### config.mk
export PLATFORM = sky130hd
export DESIGN_NAME = bank_page_map_allocator_core
export DESIGN_NICKNAME = d
export VERILOG_FILES = /design/src/design/bpma_pkg.sv /design/src/design/bpma_ram.sv /design/src/design/bank_page_map_allocator_core.sv
export SDC_FILE = /design/constraint.sdc
export NUM_CORES = 1
export LEC_CHECK = 0
export BUFFER_PORTS_ARGS = -buffer_cell sky130_fd_sc_hd__buf_2
export CAP_MARGIN = 20
export CORE_ASPECT_RATIO = 0.9
export CORE_MARGIN = 4
export CORE_UTILIZATION = 56
export CTS_BUF_LIST = sky130_fd_sc_hd__clkbuf_16
export DETAILED_ROUTE_END_ITERATION = 10
export MAX_ROUTING_LAYER = met4
export PLACE_DENSITY = 0.82
export SYNTH_ARGS = -nofsm -noshare
export SYNTH_HDL_FRONTEND = slang
export SYNTH_SLANG_ARGS = --single-unit
### constraint.sdc
create_clock -name clk -period 4.9 [get_ports clk]
set_input_delay 0.245 -clock clk [delete_from_list [all_inputs] [get_ports clk]]
set_output_delay 0.245 -clock clk [all_outputs]
set_load 0.02 [all_outputs]
### src/design/bpma_pkg.sv
package bpma_pkg;

    // Default number of entries on the free-page stack.
    localparam int FREE_PAGES = 64;

    localparam logic [15:0] PROG_TOP_RESET = 16'hF000;
    localparam logic [15:0] MAP_BASE_RESET = 16'h0000;
    localparam logic [15:0] ADDR_ROUND     = 16'hFFFF;
    localparam logic [7:0]  NO_PAGE        = 8'h00;
    localparam logic [7:0]  FREE_SENTINEL  = 8'hFF;

    // Configuration register indexes.
    localparam int          CFG_IDX_W    = 1;
    localparam logic [0:0]  CFG_PROG_TOP = 1'b0;
    localparam logic [0:0]  CFG_MAP_BASE = 1'b1;

    typedef enum logic [1:0] {
        CMD_ADD     = 2'd0,
        CMD_ALLOC   = 2'd1,
        CMD_FREE    = 2'd2,
        CMD_REALLOC = 2'd3
    } cmd_t;

    typedef enum logic [1:0] {
        STAT_OK       = 2'd0,
        STAT_NOMEM    = 2'd1,
        STAT_OVERFLOW = 2'd2
    } status_t;

    typedef enum logic [1:0] {
        S_IDLE,
        S_RUN,
        S_FIN
    } state_t;

    typedef struct packed {
        cmd_t        command;
        logic [7:0]  page;
        logic [15:0] top;
        logic [15:0] length;
        logic [31:0] map_in;
    } req_t;

    typedef struct packed {
        logic [31:0] map_out;
        status_t     status;
        logic        vectors_moved;
        logic [7:0]  free_count;
    } rsp_t;

    // Number of 16K banks covered by an address, 1 to 4.
    function automatic logic [2:0] bank_count(input logic [15:0] addr,
                                              input logic [15:0] prog_top);
        logic [15:0] v;
        v = addr + ADDR_ROUND - prog_top;
        return {1'b0, v[15:14]} + 3'd1;
    endfunction

endpackage

### src/design/bpma_ram.sv
module bpma_ram #(
    parameter int WIDTH = 8,
    parameter int DEPTH = 64
) (
    input  logic                     clk,
    input  logic                     wr_en,
    input  logic [$clog2(DEPTH)-1:0] wr_addr,
    input  logic [WIDTH-1:0]         wr_data,
    input  logic                     rd_en,
    input  logic [$clog2(DEPTH)-1:0] rd_addr,
    output logic [WIDTH-1:0]         rd_data
);

    logic [WIDTH-1:0] mem [DEPTH];

    always_ff @(posedge clk)
    begin
        if (wr_en)
        begin
            mem[wr_addr] <= wr_data;
        end
        if (rd_en)
        begin
            rd_data <= mem[rd_addr];
        end
    end

endmodule

### src/design/bank_page_map_allocator_core.sv
// Channel     | Ports                          | Handshake
// ------------+--------------------------------+------------------------------------
// command     | start, busy, request           | beat taken when start & !busy
// result      | done, result                   | one-cycle beat marked by done
// config      | cfg_write, cfg_index, cfg_data | write taken when cfg_write is high
//
// Every command walks the four slots in the run state, then the finishing state loads
// the result register that drives the result beat. The slot-by-slot walk is set
// by the single write port and single read port of the stack RAM, one push or pop each.
// A new command is taken in the cycle that shows the result beat. Reset clears the stack
// depth and the control state; the stack RAM needs no clearing because only entries
// below the depth are ever read. The receiver cannot stall, so no result is held back.
module bank_page_map_allocator_core #(
    parameter int FREE_PAGES = bpma_pkg::FREE_PAGES
) (
    input  logic                           clk,
    input  logic                           rst_n,
    input  logic                           start,
    output logic                           busy,
    input  bpma_pkg::req_t                 request,
    output logic                           done,
    output bpma_pkg::rsp_t                 result,
    input  logic                           cfg_write,
    input  logic [bpma_pkg::CFG_IDX_W-1:0] cfg_index,
    input  logic [15:0]                    cfg_data
);

    localparam int DW = $clog2(FREE_PAGES + 1);
    localparam int AW = $clog2(FREE_PAGES);
    localparam logic [DW-1:0] FULL_DEPTH = DW'(FREE_PAGES);

    // Control state.
    bpma_pkg::state_t state_reg, state_next;
    logic [1:0]       idx_reg, idx_next;
    logic [DW-1:0]    depth_reg, depth_next;
    logic             pend_reg, pend_next;
    logic             done_reg, done_next;
    logic [15:0]      prog_top_reg, map_base_reg;

    // Per-command working registers.
    bpma_pkg::cmd_t    cmd_reg, cmd_next;
    logic [7:0]        page_reg, page_next;
    logic [3:0][7:0]   slot_reg, slot_next;
    logic [3:0]        mask_reg, mask_next;
    logic              pop_reg, pop_next;
    logic              shrink_reg, shrink_next;
    logic [2:0]        needed_reg, needed_next;
    bpma_pkg::status_t status_reg, status_next;
    logic              moved_reg, moved_next;
    logic [1:0]        pend_slot_reg, pend_slot_next;
    bpma_pkg::rsp_t    result_reg, result_next;

    // Stack RAM port signals.
    logic          wr_en, rd_en;
    logic [AW-1:0] wr_addr, rd_addr;
    logic [7:0]    wr_data, rd_data;

    // Decode of an incoming command.
    logic [2:0]        dec_needed, dec_have, dec_want;
    logic [3:0]        dec_mask;
    logic              dec_pop, dec_shrink, dec_moved;
    bpma_pkg::status_t dec_status;

    // Slots with the last popped page folded in, and the finished map.
    logic [3:0][7:0] slot_cap, slot_fin;
    logic [7:0]      fill;

    bpma_ram #(
        .WIDTH (8),
        .DEPTH (FREE_PAGES)
    ) u_stack (
        .clk     (clk),
        .wr_en   (wr_en),
        .wr_addr (wr_addr),
        .wr_data (wr_data),
        .rd_en   (rd_en),
        .rd_addr (rd_addr),
        .rd_data (rd_data)
    );

    // Work out which slots a command touches. Pops and pushes both walk the
    // slots in ascending order, so a mask of slots plus a direction says it all.
    always_comb
    begin
        dec_have   = bpma_pkg::bank_count(request.top, prog_top_reg);
        dec_want   = bpma_pkg::bank_count(request.length + map_base_reg, prog_top_reg);
        dec_needed = bpma_pkg::bank_count(request.top, prog_top_reg)
                     - ((request.page != bpma_pkg::NO_PAGE) ? 3'd1 : 3'd0);
        dec_mask   = 4'b0000;
        dec_pop    = 1'b0;
        dec_shrink = 1'b0;
        dec_moved  = 1'b0;
        dec_status = bpma_pkg::STAT_OK;
        unique case (request.command)
            bpma_pkg::CMD_ADD:
            begin
                dec_mask = 4'b0001;
            end
            bpma_pkg::CMD_ALLOC:
            begin
                dec_pop = 1'b1;
                if (DW'(dec_needed) > depth_reg)
                begin
                    dec_status = bpma_pkg::STAT_NOMEM;
                end
                else
                begin
                    for (int i = 0; i < 4; i++)
                    begin
                        dec_mask[i] = 3'(i) < dec_needed;
                    end
                end
            end
            bpma_pkg::CMD_FREE:
            begin
                // A slot is returned only when it differs from the one before it.
                dec_mask[0] = request.map_in[7:0] != bpma_pkg::FREE_SENTINEL;
                for (int i = 1; i < 4; i++)
                begin
                    dec_mask[i] = request.map_in[8*i +: 8] != request.map_in[8*(i-1) +: 8];
                end
            end
            bpma_pkg::CMD_REALLOC:
            begin
                if (dec_want < dec_have)
                begin
                    dec_shrink = 1'b1;
                    dec_moved  = dec_want == 3'd1;
                    for (int i = 0; i < 4; i++)
                    begin
                        dec_mask[i] = (3'(i + 1) >= dec_want) && (3'(i + 1) < dec_have);
                    end
                end
                else if (dec_want > dec_have)
                begin
                    dec_pop = 1'b1;
                    if (DW'(dec_want - dec_have) > depth_reg)
                    begin
                        dec_status = bpma_pkg::STAT_NOMEM;
                    end
                    else
                    begin
                        dec_moved = 1'b1;
                        for (int i = 0; i < 4; i++)
                        begin
                            dec_mask[i] = (3'(i + 1) >= dec_have) && (3'(i + 1) < dec_want);
                        end
                    end
                end
            end
            default:
            begin
                dec_mask = 4'b0000;
            end
        endcase
    end

    // A popped page lands in the cycle after its read was issued.
    always_comb
    begin
        slot_cap = slot_reg;
        if (pend_reg)
        begin
            slot_cap[pend_slot_reg] = rd_data;
        end
    end

    // Build the final map once every pop has landed.
    always_comb
    begin
        fill     = (page_reg != bpma_pkg::NO_PAGE) ? page_reg
                                                   : slot_cap[2'(needed_reg - 3'd1)];
        slot_fin = slot_cap;
        unique case (cmd_reg)
            bpma_pkg::CMD_ADD, bpma_pkg::CMD_FREE:
            begin
                slot_fin = '0;
            end
            bpma_pkg::CMD_ALLOC:
            begin
                if (status_reg == bpma_pkg::STAT_OK)
                begin
                    for (int i = 0; i < 4; i++)
                    begin
                        if (3'(i) >= needed_reg)
                        begin
                            slot_fin[i] = fill;
                        end
                    end
                end
            end
            bpma_pkg::CMD_REALLOC:
            begin
                // Slot 3 is never released by a shrink, so it is still intact here.
                if (shrink_reg)
                begin
                    for (int i = 0; i < 3; i++)
                    begin
                        if (mask_reg[i])
                        begin
                            slot_fin[i] = slot_cap[3];
                        end
                    end
                end
            end
            default:
            begin
                slot_fin = slot_cap;
            end
        endcase
    end

    // Next-state logic.
    always_comb
    begin
        state_next = state_reg;
        unique case (state_reg)
            bpma_pkg::S_IDLE:
            begin
                if (start)
                begin
                    state_next = bpma_pkg::S_RUN;
                end
            end
            bpma_pkg::S_RUN:
            begin
                if (idx_reg == 2'd3)
                begin
                    state_next = bpma_pkg::S_FIN;
                end
            end
            bpma_pkg::S_FIN:
            begin
                state_next = bpma_pkg::S_IDLE;
            end
            default:
            begin
                state_next = bpma_pkg::S_IDLE;
            end
        endcase
    end

    // Datapath and RAM control for each state.
    always_comb
    begin
        idx_next       = idx_reg;
        depth_next     = depth_reg;
        pend_next      = 1'b0;
        pend_slot_next = pend_slot_reg;
        done_next      = 1'b0;
        cmd_next       = cmd_reg;
        page_next      = page_reg;
        slot_next      = slot_cap;
        mask_next      = mask_reg;
        pop_next       = pop_reg;
        shrink_next    = shrink_reg;
        needed_next    = needed_reg;
        status_next    = status_reg;
        moved_next     = moved_reg;
        result_next    = result_reg;
        wr_en          = 1'b0;
        wr_addr        = '0;
        wr_data        = '0;
        rd_en          = 1'b0;
        rd_addr        = '0;
        unique case (state_reg)
            bpma_pkg::S_IDLE:
            begin
                if (start)
                begin
                    cmd_next    = request.command;
                    page_next   = request.page;
                    slot_next   = request.map_in;
                    mask_next   = dec_mask;
                    pop_next    = dec_pop;
                    shrink_next = dec_shrink;
                    needed_next = dec_needed;
                    status_next = dec_status;
                    moved_next  = dec_moved;
                    idx_next    = 2'd0;
                end
            end
            bpma_pkg::S_RUN:
            begin
                if (mask_reg[idx_reg])
                begin
                    if (pop_reg)
                    begin
                        rd_en          = 1'b1;
                        rd_addr        = AW'(depth_reg - DW'(1));
                        depth_next     = depth_reg - DW'(1);
                        pend_next      = 1'b1;
                        pend_slot_next = idx_reg;
                    end
                    else if (depth_reg == FULL_DEPTH)
                    begin
                        status_next = bpma_pkg::STAT_OVERFLOW;
                    end
                    else
                    begin
                        wr_en      = 1'b1;
                        wr_addr    = AW'(depth_reg);
                        wr_data    = (cmd_reg == bpma_pkg::CMD_ADD) ? page_reg
                                                                    : slot_reg[idx_reg];
                        depth_next = depth_reg + DW'(1);
                    end
                end
                idx_next = idx_reg + 2'd1;
            end
            bpma_pkg::S_FIN:
            begin
                result_next.map_out       = slot_fin;
                result_next.status        = status_reg;
                result_next.vectors_moved = moved_reg;
                result_next.free_count    = 8'(depth_reg);
                done_next                 = 1'b1;
            end
            default:
            begin
                idx_next = 2'd0;
            end
        endcase
    end

    assign busy   = state_reg != bpma_pkg::S_IDLE;
    assign done   = done_reg;
    assign result = result_reg;

    always_ff @(posedge clk or negedge rst_n)
    begin
        if (!rst_n)
        begin
            state_reg    <= bpma_pkg::S_IDLE;
            idx_reg      <= 2'd0;
            depth_reg    <= '0;
            pend_reg     <= 1'b0;
            done_reg     <= 1'b0;
            prog_top_reg <= bpma_pkg::PROG_TOP_RESET;
            map_base_reg <= bpma_pkg::MAP_BASE_RESET;
        end
        else
        begin
            state_reg <= state_next;
            idx_reg   <= idx_next;
            depth_reg <= depth_next;
            pend_reg  <= pend_next;
            done_reg  <= done_next;
            if (cfg_write)
            begin
                unique case (cfg_index)
                    bpma_pkg::CFG_PROG_TOP: prog_top_reg <= cfg_data;
                    bpma_pkg::CFG_MAP_BASE: map_base_reg <= cfg_data;
                    default:                prog_top_reg <= prog_top_reg;
                endcase
            end
        end
    end

    always_ff @(posedge clk)
    begin
        cmd_reg       <= cmd_next;
        page_reg      <= page_next;
        slot_reg      <= slot_next;
        mask_reg      <= mask_next;
        pop_reg       <= pop_next;
        shrink_reg    <= shrink_next;
        needed_reg    <= needed_next;
        status_reg    <= status_next;
        moved_reg     <= moved_next;
        pend_slot_reg <= pend_slot_next;
        result_reg    <= result_next;
    end

endmodule

# [After elaboration in Yosys (flattened, before gate mapping)]
# Memories as Yosys holds them, arrays and structs flattened. A register that Yosys moved wholly into a read port is not among the register bits.
# Index checks and enable logic that the tools add are counted.
[op_classes] addsub=13 n_mul=0 div=0 magnitude_cmp=32 eq_ne=21 n_shift=0 muxes=76 bitwise=2 n_reduce_logical=26
[ops] operator="32-bit two-way mux" n=4
[ops] operator="8-bit two-way mux" n=16
[ops] operator="24-bit case mux with 3 select lines" n=1
[ops] operator="6-bit two-way mux" n=7
[ops] operator="16-bit adder, second input constant" n=2
[ops] operator="8-bit binary-select mux with 2-bit select" n=2
[ops] operator="32-bit bitwise mux" n=1
[ops] operator="16-bit subtractor" n=2
[ops] operator="24-bit two-way mux" n=1
[ops] operator="8-bit inequality test" n=3
[ops] operator="1-bit two-way mux" n=22
[ops] operator="2-bit by 3-bit >= comparator with 1-bit output, first input constant" n=6
[ops] operator="2-bit by 3-bit < comparator with 1-bit output, first input constant" n=6
[ops] operator="16-bit adder" n=1
[ops] operator="8-bit demux with 2-bit select" n=1
[ops] operator="4-bit two-way mux" n=4
[ops] operator="4-bit case mux with 4 select lines" n=1
[ops] operator="8-bit case mux with 2 select lines" n=1
[ops] operator="8-bit nonzero test" n=2
[ops] operator="2-bit two-way mux" n=7
[ops] operator="7-bit two-way mux" n=2
[ops] operator="2-bit == test, second input constant" n=6
[ops] operator="1-bit by 3-bit >= comparator with 1-bit output, first input constant" n=4
[ops] operator="1-bit by 3-bit < comparator with 1-bit output, first input constant" n=4
[ops] operator="other kinds (32)" n=64
[totals] reg_bits=143 latchBits=0 ramBits=512 mem_bits_ro=0 input_bits=95 output_inout_bits=45 word_cells=195 mem_count=1
[memory_table] memory="u_stack.mem" words=64 width=8 rd=1 rd_clocked_by_memory_dff=1 write_ports=1 line="bpma_ram.sv:14" rtl="logic [WIDTH-1:0] mem [DEPTH];"

# [Logic depth before layout (Yosys ltp)]
# Gate-level depths: netlist of run 1.
[depth] word_depth=12 mapped_depth=23 mapped_depth_nobuf=23

# [Hierarchy]
# Synthesis of run 1 repeated with hierarchy kept, for this count alone.
[unflattened] hier_cells=1839 hier_area_um2=29219.3
[by_module_without_submodules] mod="bpma_ram" instances=1 cells_per_inst=940 area_each_um2=20240.7 seq_area_each_um2=15615.0
[by_module_without_submodules] mod="bank_page_map_allocator_core" instances=1 cells_per_inst=899 area_each_um2=8978.6 seq_area_each_um2=3753.6

# [Worst setup path before layout of run 1]
# OpenSTA, ideal clock, no wires.
[synth_path] path_kind="flip-flop to flip-flop" startpoint="reg prog_top_reg[2]" endpoint="reg mask_reg[2] (data pin)" setup_time_ns=0.146 arrival_ns=5.093 required_time_ns=4.754 slack_ns=-0.338 path_stages_with_launch=21 path_buffers=0 synth_period_minus_slack_ns=5.238 path_cell_list="dfrtp_1 > fa_1 > inv_1 > ha_1 > a21oi_1 > or3_1 > a2111oi_0 > o21a_1 > nor2_1 > xnor2_1 > inv_1 > ha_1 > fa_1 > fa_1 > ha_1 > o21a_1 > o21a_1 > o31ai_1 > and3b_1 > nand3b_1 > a21oi_1"
[synth_between] elab_chain_cells=8 elab_cells_between_ends=22 classes_between="6 x add/sub; 9 x order compare; 5 x mux; 2 x reduce/logical"
[synth_lines] item="from (decl)" line="bank_page_map_allocator_core.sv:38" rtl="logic [15:0] prog_top_reg, map_base_reg;"
[synth_lines] item="from (signal assigned)" line="bank_page_map_allocator_core.sv:338" rtl="prog_top_reg <= bpma_pkg::PROG_TOP_RESET;"
[synth_lines] item="from (signal assigned)" line="bank_page_map_allocator_core.sv:351" rtl="bpma_pkg::CFG_PROG_TOP: prog_top_reg <= cfg_data;"
[synth_lines] item="from (signal assigned)" line="bank_page_map_allocator_core.sv:353" rtl="default: prog_top_reg <= prog_top_reg;"
[synth_lines] item="16-bit subtractor" line="bpma_pkg.sv:55" rtl="v = addr + ADDR_ROUND - prog_top;"
[synth_lines] item="2-bit by 1-bit adder with 3-bit output" line="bpma_pkg.sv:56" rtl="return {1'b0, v[15:14]} + 3'd1;"
[synth_lines] item="3-bit by 3-bit subtractor with 4-bit output (tied with other cells)" line="bank_page_map_allocator_core.sv:137" rtl="if (DW'(dec_want - dec_have) > depth_reg)"
[synth_lines] item="7-bit greater-than comparator / 1-bit logical AND (equally long branches)" line="bank_page_map_allocator_core.sv:137, bank_page_map_allocator_core.sv:146"
[synth_lines] item="4-bit two-way mux" line="bank_page_map_allocator_core.sv:137"
[synth_lines] item="4-bit two-way mux" line="bank_page_map_allocator_core.sv:134" rtl="else if (dec_want > dec_have)"
[synth_lines] item="4-bit two-way mux" line="bank_page_map_allocator_core.sv:125" rtl="if (dec_want < dec_have)"
[synth_lines] item="4-bit case mux with 4 select lines *" line="bank_page_map_allocator_core.sv:94" rtl="unique case (request.command)"
[synth_lines] item="named net dec_mask[2]" line="bank_page_map_allocator_core.sv:60" rtl="logic [3:0] dec_mask;"
[synth_lines] item="to (signal assigned)" line="bank_page_map_allocator_core.sv:364" rtl="mask_reg <= mask_next;"
[synth_lines] item="to (decl)" line="bank_page_map_allocator_core.sv:44" rtl="logic [3:0] mask_reg, mask_next;"
# Mark *: on every way through the listed nets, which the timed path passes. The rest lies on a longest branch.
# A chain may end at the register's enable or synchronous reset.

# [Worst setup path after layout of run 1]
[layout_path] startpoint="reg map_base_reg[5]" endpoint="reg mask_reg[2] (data pin)"
[layout_between] elab_chain_cells=10 elab_cells_between_ends=16 classes_between="5 x add/sub; 5 x order compare; 4 x mux; 2 x reduce/logical"
[layout_lines] item="from (decl)" line="bank_page_map_allocator_core.sv:38"
[layout_lines] item="from (signal assigned)" line="bank_page_map_allocator_core.sv:339" rtl="map_base_reg <= bpma_pkg::MAP_BASE_RESET;"
[layout_lines] item="from (signal assigned)" line="bank_page_map_allocator_core.sv:352" rtl="bpma_pkg::CFG_MAP_BASE: map_base_reg <= cfg_data;"
[layout_lines] item="16-bit adder *" line="bank_page_map_allocator_core.sv:86" rtl="dec_want = bpma_pkg::bank_count(request.length + map_base_reg, prog_top_reg);"
[layout_lines] item="16-bit adder *" line="bpma_pkg.sv:55"
[layout_lines] item="16-bit subtractor *" line="bpma_pkg.sv:55"
[layout_lines] item="2-bit by 1-bit adder with 3-bit output *" line="bpma_pkg.sv:56"
[layout_lines] item="3-bit by 3-bit subtractor with 4-bit output / 2-bit by 3-bit < comparator with 1-bit output (equally long branches)" line="bank_page_map_allocator_core.sv:137, bank_page_map_allocator_core.sv:146"
[layout_lines] item="7-bit greater-than comparator / 1-bit logical AND (equally long branches)" line="bank_page_map_allocator_core.sv:137, bank_page_map_allocator_core.sv:146"
[layout_lines] item="4-bit two-way mux" line="bank_page_map_allocator_core.sv:137"
[layout_lines] item="4-bit two-way mux" line="bank_page_map_allocator_core.sv:134"
[layout_lines] item="4-bit two-way mux *" line="bank_page_map_allocator_core.sv:125"
[layout_lines] item="4-bit case mux with 4 select lines *" line="bank_page_map_allocator_core.sv:94"
[layout_lines] item="named net dec_mask[2]" line="bank_page_map_allocator_core.sv:60"
# Marks and branches as above.

==> reports/metrics.cfg, run 1 <==
[critical_path]
crit_path_max_incr_delay_ps=550
crit_fanout=4
path_depth=20
critical_path.top_delay_family=adder cells
path_class=reg2reg
arrival_ps=5630
crit_chain=inv_2 -> fa_1 -> inv_2 -> ha_4 -> nand3_1 -> or3_4 -> a2111oi_4 -> o41ai_2 -> xnor2_1 -> inv_1 -> ha_4 -> fa_2 -> fa_1 -> ha_4 -> o21a_1 -> o21a_1 -> o31ai_2 -> and3b_2 -> nand3b_1 -> a21oi_1
r2r-end=mask_reg[2]
reg2reg_slack_ps=-270
slowest_stage=fa_1
path_buf_inv=3
timing.critical_path.to=mask_reg[2]
cp.required_ps=5360
endpoint_kind=flop
r2r_start=map_base_reg[5]
cp-startpoint=map_base_reg[5]
cp_common_cell=ha_4
r2r.worst_path.cells=20
critPathLaunchType=flop

[cells_and_area]
area_growth_pct=15.52
largest_register_ffs=512
fin_area_mm2=0.03442
drive_gt1_share_pct=18.58
final_nets=2587

[floorplan]
core_area_mm2=0.05219
die_y_um=226.8
row_count=79
ios=140
initial_core_util_pct=57.10
die-area_mm2=0.05697
die_x_um=251.2

[yosys]
syn_avg_cell_area_um2=13.56
synthesis.nets=2365
ys_top_cells_by_count=edfxtp_1, nand2_1, nor2_1
synth-main-ff-cell=edfxtp_1
synth_edf_count=586
synth_cells=2197
syn-cell-area_mm2=0.02980
synth_top_area_share_pct=59.05
ys_seq_area_share_pct=65.00
synthArstFlopShare_pct=6.787
yosysTopAreaCell=edfxtp_1
ys_warn_count=0
synth_cell_types=82
ys_seq_elements=663
ys_top_cells_by_area=edfxtp_1, mux4_2, dfrtp_1, mux2i_1, nand2_1
synthMostInstantiatedCell=edfxtp_1

[timing]
tns_ps=-1298
grt_setup_unrepaired=yes
timing.fmax_mhz=193.5
final.period_utilization_pct=105.5
fin_skew_ps=22.35
period_minus_slack_ps=5169
relSlewSlack_pct=21.11
slew_violations=0
worst_pin_slew_ps=1176
fin_ws_ps=-268.7
final-setup-viol-count=6
finalHoldViolations=0

[placement]
io_buffers=138
dpl.hpwl_um=51480
gp_congestion=0.9612
place_area_mm2=0.03147

[grt]
grt_pass1_vias=20410
grt_max_degree=74
antenna_found_initial=1
grt_pass1_wl_um=123000
grt-ovfl-total=0
gr-usage-all-layers_pct=29.24

[detailed_routing]
wl_per_cell_um=26.28
vias=20876
drc=0
totalWireLength_um=83040
drt_iter0_drc=3108
drt_pass1_iterations=8
post_drt_via_cell_ratio=6.606
ant_nets=0

[clock_tree]
root_buffer=clkbuf_16
cts_tree=done
cts.sinks=663
h-tree-depth=3
clk_latency_ps=610
cts_made_buffers=67
clk_pin_slew_ps=60
cts_max_path_buffers=3

[outcome]
violations=negative setup slack
status=complete, but fails checks

[power]
power_density_mw_per_mm2=610.7
p_leak_nw=12.75
ir_drop_v=0.0006536
finalPower_mw=21.02

[worst_hold_path]
min_path_type=in2reg

[flow_run]
cap_violations=0

## cells by family after synthesis
group | count (synthesis) | share of synthesized area (%)
adders and majority gates | 73 | 3.468
xor gates and xnor gates | 43 | 1.264
AOI/OAI and AO/OA | 455 | 9.909
buffers and inverters | 217 | 3.250
DFF | 663 | 65.00
and+or+nand+nor | 556 | 8.377
muxes | 189 | 8.721
other | 1 | 0.01258
## routing by layer
| layer | vias up | routed length, um | track usage (%) |
|---|---|---|---|
| li1 | 8770 | - | - |
| met5 | - | 0 | - |
| met1 | 10072 | 30510 | 38.42 |
| met4 | 0 | 4073 | 12.17 |
| met2 | 1712 | 37490 | 43.98 |
| met3 | 322 | 10970 | 7.616 |
## report_power, final
group	total, mW	internal (mW)	switching [mW]
Combinational	8.57	3.16	5.42
Clock	4.97	2.81	2.17
Sequential	7.48	7.09	0.393
Total	21.0	13.0	7.98
## metrics by stage
step / instances / hold slack [ps] / worst slack [ps] / util, %
6_report: 3160 / 74.96 / -268.7 / 65.96
5_1_grt: 3159 / 78.58 / -444.7 / 65.95
4_1_cts: 3150 / 39.81 / -284.4 / 65.62
3_5_place_dp: 2965 / 415.2 / -390.0 / 60.30
3_3_place_gp: 2965 / 413.6 / -257.2 / 60.30
2_1_floorplan: 2197 / -50.59 / -30.42 / -
## area by class of cell
type | instances | area (um^2)
Antenna cell | 2 | 5.005
Clock buffer | 70 | 1752
Clock inverter | 50 | 357.8
Fill cell | 3516 | 17770
Inverter | 97 | 364.1
Multi-Input combinational cell | 1317 | 9743
Sequential cell | 663 | 19370
Tap cell | 688 | 860.8
Timing Repair Buffer | 273 | 1969
## repair_timing
item                                   in CTS  in global routing
buffers inserted                            6                  1
hold buffers                               59                  1
setup endpoints to repair                   6                  6
pin swaps                                  20                 11
endpoints found under the hold margin     115                  1
resized for setup                          10                  9
## tightest hold or removal path, stage by stage
cell,delay (ps)
buf_2,150
a21oi_1,100
nand2_1,60
o21ai_0,80
## cells in the final DEF (no fill, tap or decap), drive strengths merged, types with 53 or more instances in the layout
master	count
o21ai	106
mux4	53
ha	57
buf	213
edfxtp	586
dlygate4sd3	60
nand3	60
clkbuf	70
a21oi	129
mux2i	101
nand2	228
nor2	156
inv	111
## how the worst min path moves through the flow
stage               startpoint           end  depth (start not counted)
floorplan                rst_n  depth_reg[0]                          0
global placement     moved_reg     result[8]                          0
detailed placement   moved_reg     result[8]                          0
CTS                      start    idx_reg[0]                          4
global route             start    idx_reg[0]                          4
finish                   start    idx_reg[0]                          4
No activity file was read; power rests on OpenSTA's default activity.
==> run 2, diff against run 1 <==
CORE_UTILIZATION = 66   (was 56)
PLACE_DENSITY = 0.9   (was 0.82)
clock period = 6.2 ns   (was 4.9 ns; I/O delays follow)
==> reports/metrics.cfg, run 2 (synthesized netlist as in run 1, its figures left out) <==
[outcome]
status=completed

[timing]
final-setup-viol-count=0
grt_setup_unrepaired=no
final.period_utilization_pct=93.68
tns_ps=0
worst_pin_slew_ps=1341
period_minus_slack_ps=5808
finalHoldViolations=0
slew_violations=0
timing.fmax_mhz=172.2
relSlewSlack_pct=10.02
fin_skew_ps=15.39

[detailed_routing]
ant_nets=0
dr_wl_met3_um=11080
drt_pass1_iterations=9
drt_iter0_drc=3445
maxUsedRoutingLayer=met4
post_drt_via_cell_ratio=6.914
totalWireLength_um=84460
met2_length_um=38460
drc=0
wl_per_cell_um=27.94
drt-met1-wl_um=29230
vias=20901

[critical_path]
path_class=reg2reg
crit_fanout=5
endpoint_kind=flop
arrival_ps=6290
cp.required_ps=6680
critPathLaunchType=flop

[clock_tree]
cts_max_path_buffers=3
clk_pin_slew_ps=60
h-tree-depth=2
root_buffer=clkbuf_16
cts_post_setup_buffers_inserted=0
cts_tree=done
cts_made_buffers=61
cts.sinks=663
clk_latency_ps=640

[worst_hold_path]
min_path_type=in2reg

[power]
power_density_mw_per_mm2=474.3
finalPower_mw=15.96
power_frac_seq_pct=37.2
ir_drop_v=0.0003418
p_leak_nw=12.44
p_switching_mw=6.161
internal-power_mw=9.799
pwr-share-comb_pct=40.0
swShare_pct=38.60
clockPowerShare_pct=22.8

[floorplan]
row_count=73
die-area_mm2=0.04862
die_y_um=209.6
initial_core_util_pct=67.13
core_area_mm2=0.04439
ios=140
die_x_um=232.0

[cells_and_area]
multi_input_area_mm2=0.009599
final_nets=2545
fillers=2540
area_growth_pct=12.92
drive_gt1_share_pct=16.44
final_cell_mix=edfxtp_1, nand2_1, nor2_1
final_common_cell=edfxtp_1
regArea_mm2=0.01937
largest_register_ffs=512

[grt]
gr-usage-all-layers_pct=35.21
grt-ovfl-total=0
grt_pass1_wl_um=125200
grt_pass1_vias=20720
antenna_found_initial=1
grt_max_degree=66

[placement]
gp_congestion=1.024
io_buffers=138
dpl.hpwl_um=52660

[flow_run]
cap_violations=0

run 2: metrics by stage:
stage | hold slack, ps | util, % | cells | worst slack, ps | area (um^2)
floorplan | 14.41 | - | 2197 | 961.6 | 29800
global placement | 415.0 | 70.12 | 2859 | 404.9 | 31130
detailed placement | 426.3 | 70.12 | 2859 | 63.75 | 31130
CTS | 0.9863 | 75.44 | 3013 | 142.6 | 33490
global route | 43.73 | 75.80 | 3022 | 31.89 | 33650
finish | 15.93 | 75.80 | 3023 | 391.6 | 33650
run 2: metal layers:
layer	up-vias	global-route usage, %
met4	0	18.05
met5	-	-
met2	1825	53.08
met1	9945	45.03
met3	469	8.822
li1	8662	-
run 2: what timing repair did:
action | in CTS | in global routing
hold buffers | 47 | 0
endpoints found under the setup margin | 0 | 6
gates resized for setup | 0 | 2
hold endpoints to repair | 103 | 0
run 2: path summary, 6_finish.rpt:
path / endpoint / depth (start not counted) / slack [ps] / start
worst min-delay path: prog_top_reg[2] / 4 / 20 / cfg_index
worst min register to register: result[8] / 0 / 440 / moved_reg
min in group asynchronous: done / 2 / 80 / rst_n
max in group asynchronous: prog_top_reg[15] / 3 / 5590 / rst_n
worst max-delay path: mask_reg[2] / 22 / 390 / prog_top_reg[2]
worst max register to register: mask_reg[2] / 22 / 390 / prog_top_reg[2]
run 2: power by group through the flow:
stage               clock network, mW  registers [mW]  logic (mW)
floorplan                           0            5.87        4.11
global placement                    0            5.98        5.76
detailed placement                  0            6.01        5.99
CTS                              3.64            5.92        6.08
global route                     3.83            5.96        6.73
finish                           3.64            5.93        6.39
run 2: layout make-up:
type	instances	share of cell area [%]
Sequential cell	663	57.57
Multi-Input combinational cell	1317	28.53
Timing Repair Buffer	237	4.953
Clock buffer	61	4.536
Tap cell	600	2.231
Clock inverter	46	1.082
Inverter	97	1.082
Antenna cell	2	0.01487
run 2: critical path, cell delays in order (launching register included):
cell and delay (ps):
dfrtp_1 390, fa_1 500, inv_1 40, ha_1 280, a21oi_1 70, or3_1 410
a2111oi_2 490, o21a_1 190, nor2_1 40, xnor2_1 310, inv_1 120, ha_1 350
ha_1 340, a21o_1 160, a21oi_1 320, ha_1 330, a21o_1 160, a21oi_1 140
nor2b_1 60, o31ai_1 320, and3b_1 340, nand3b_1 110, a21oi_1 180
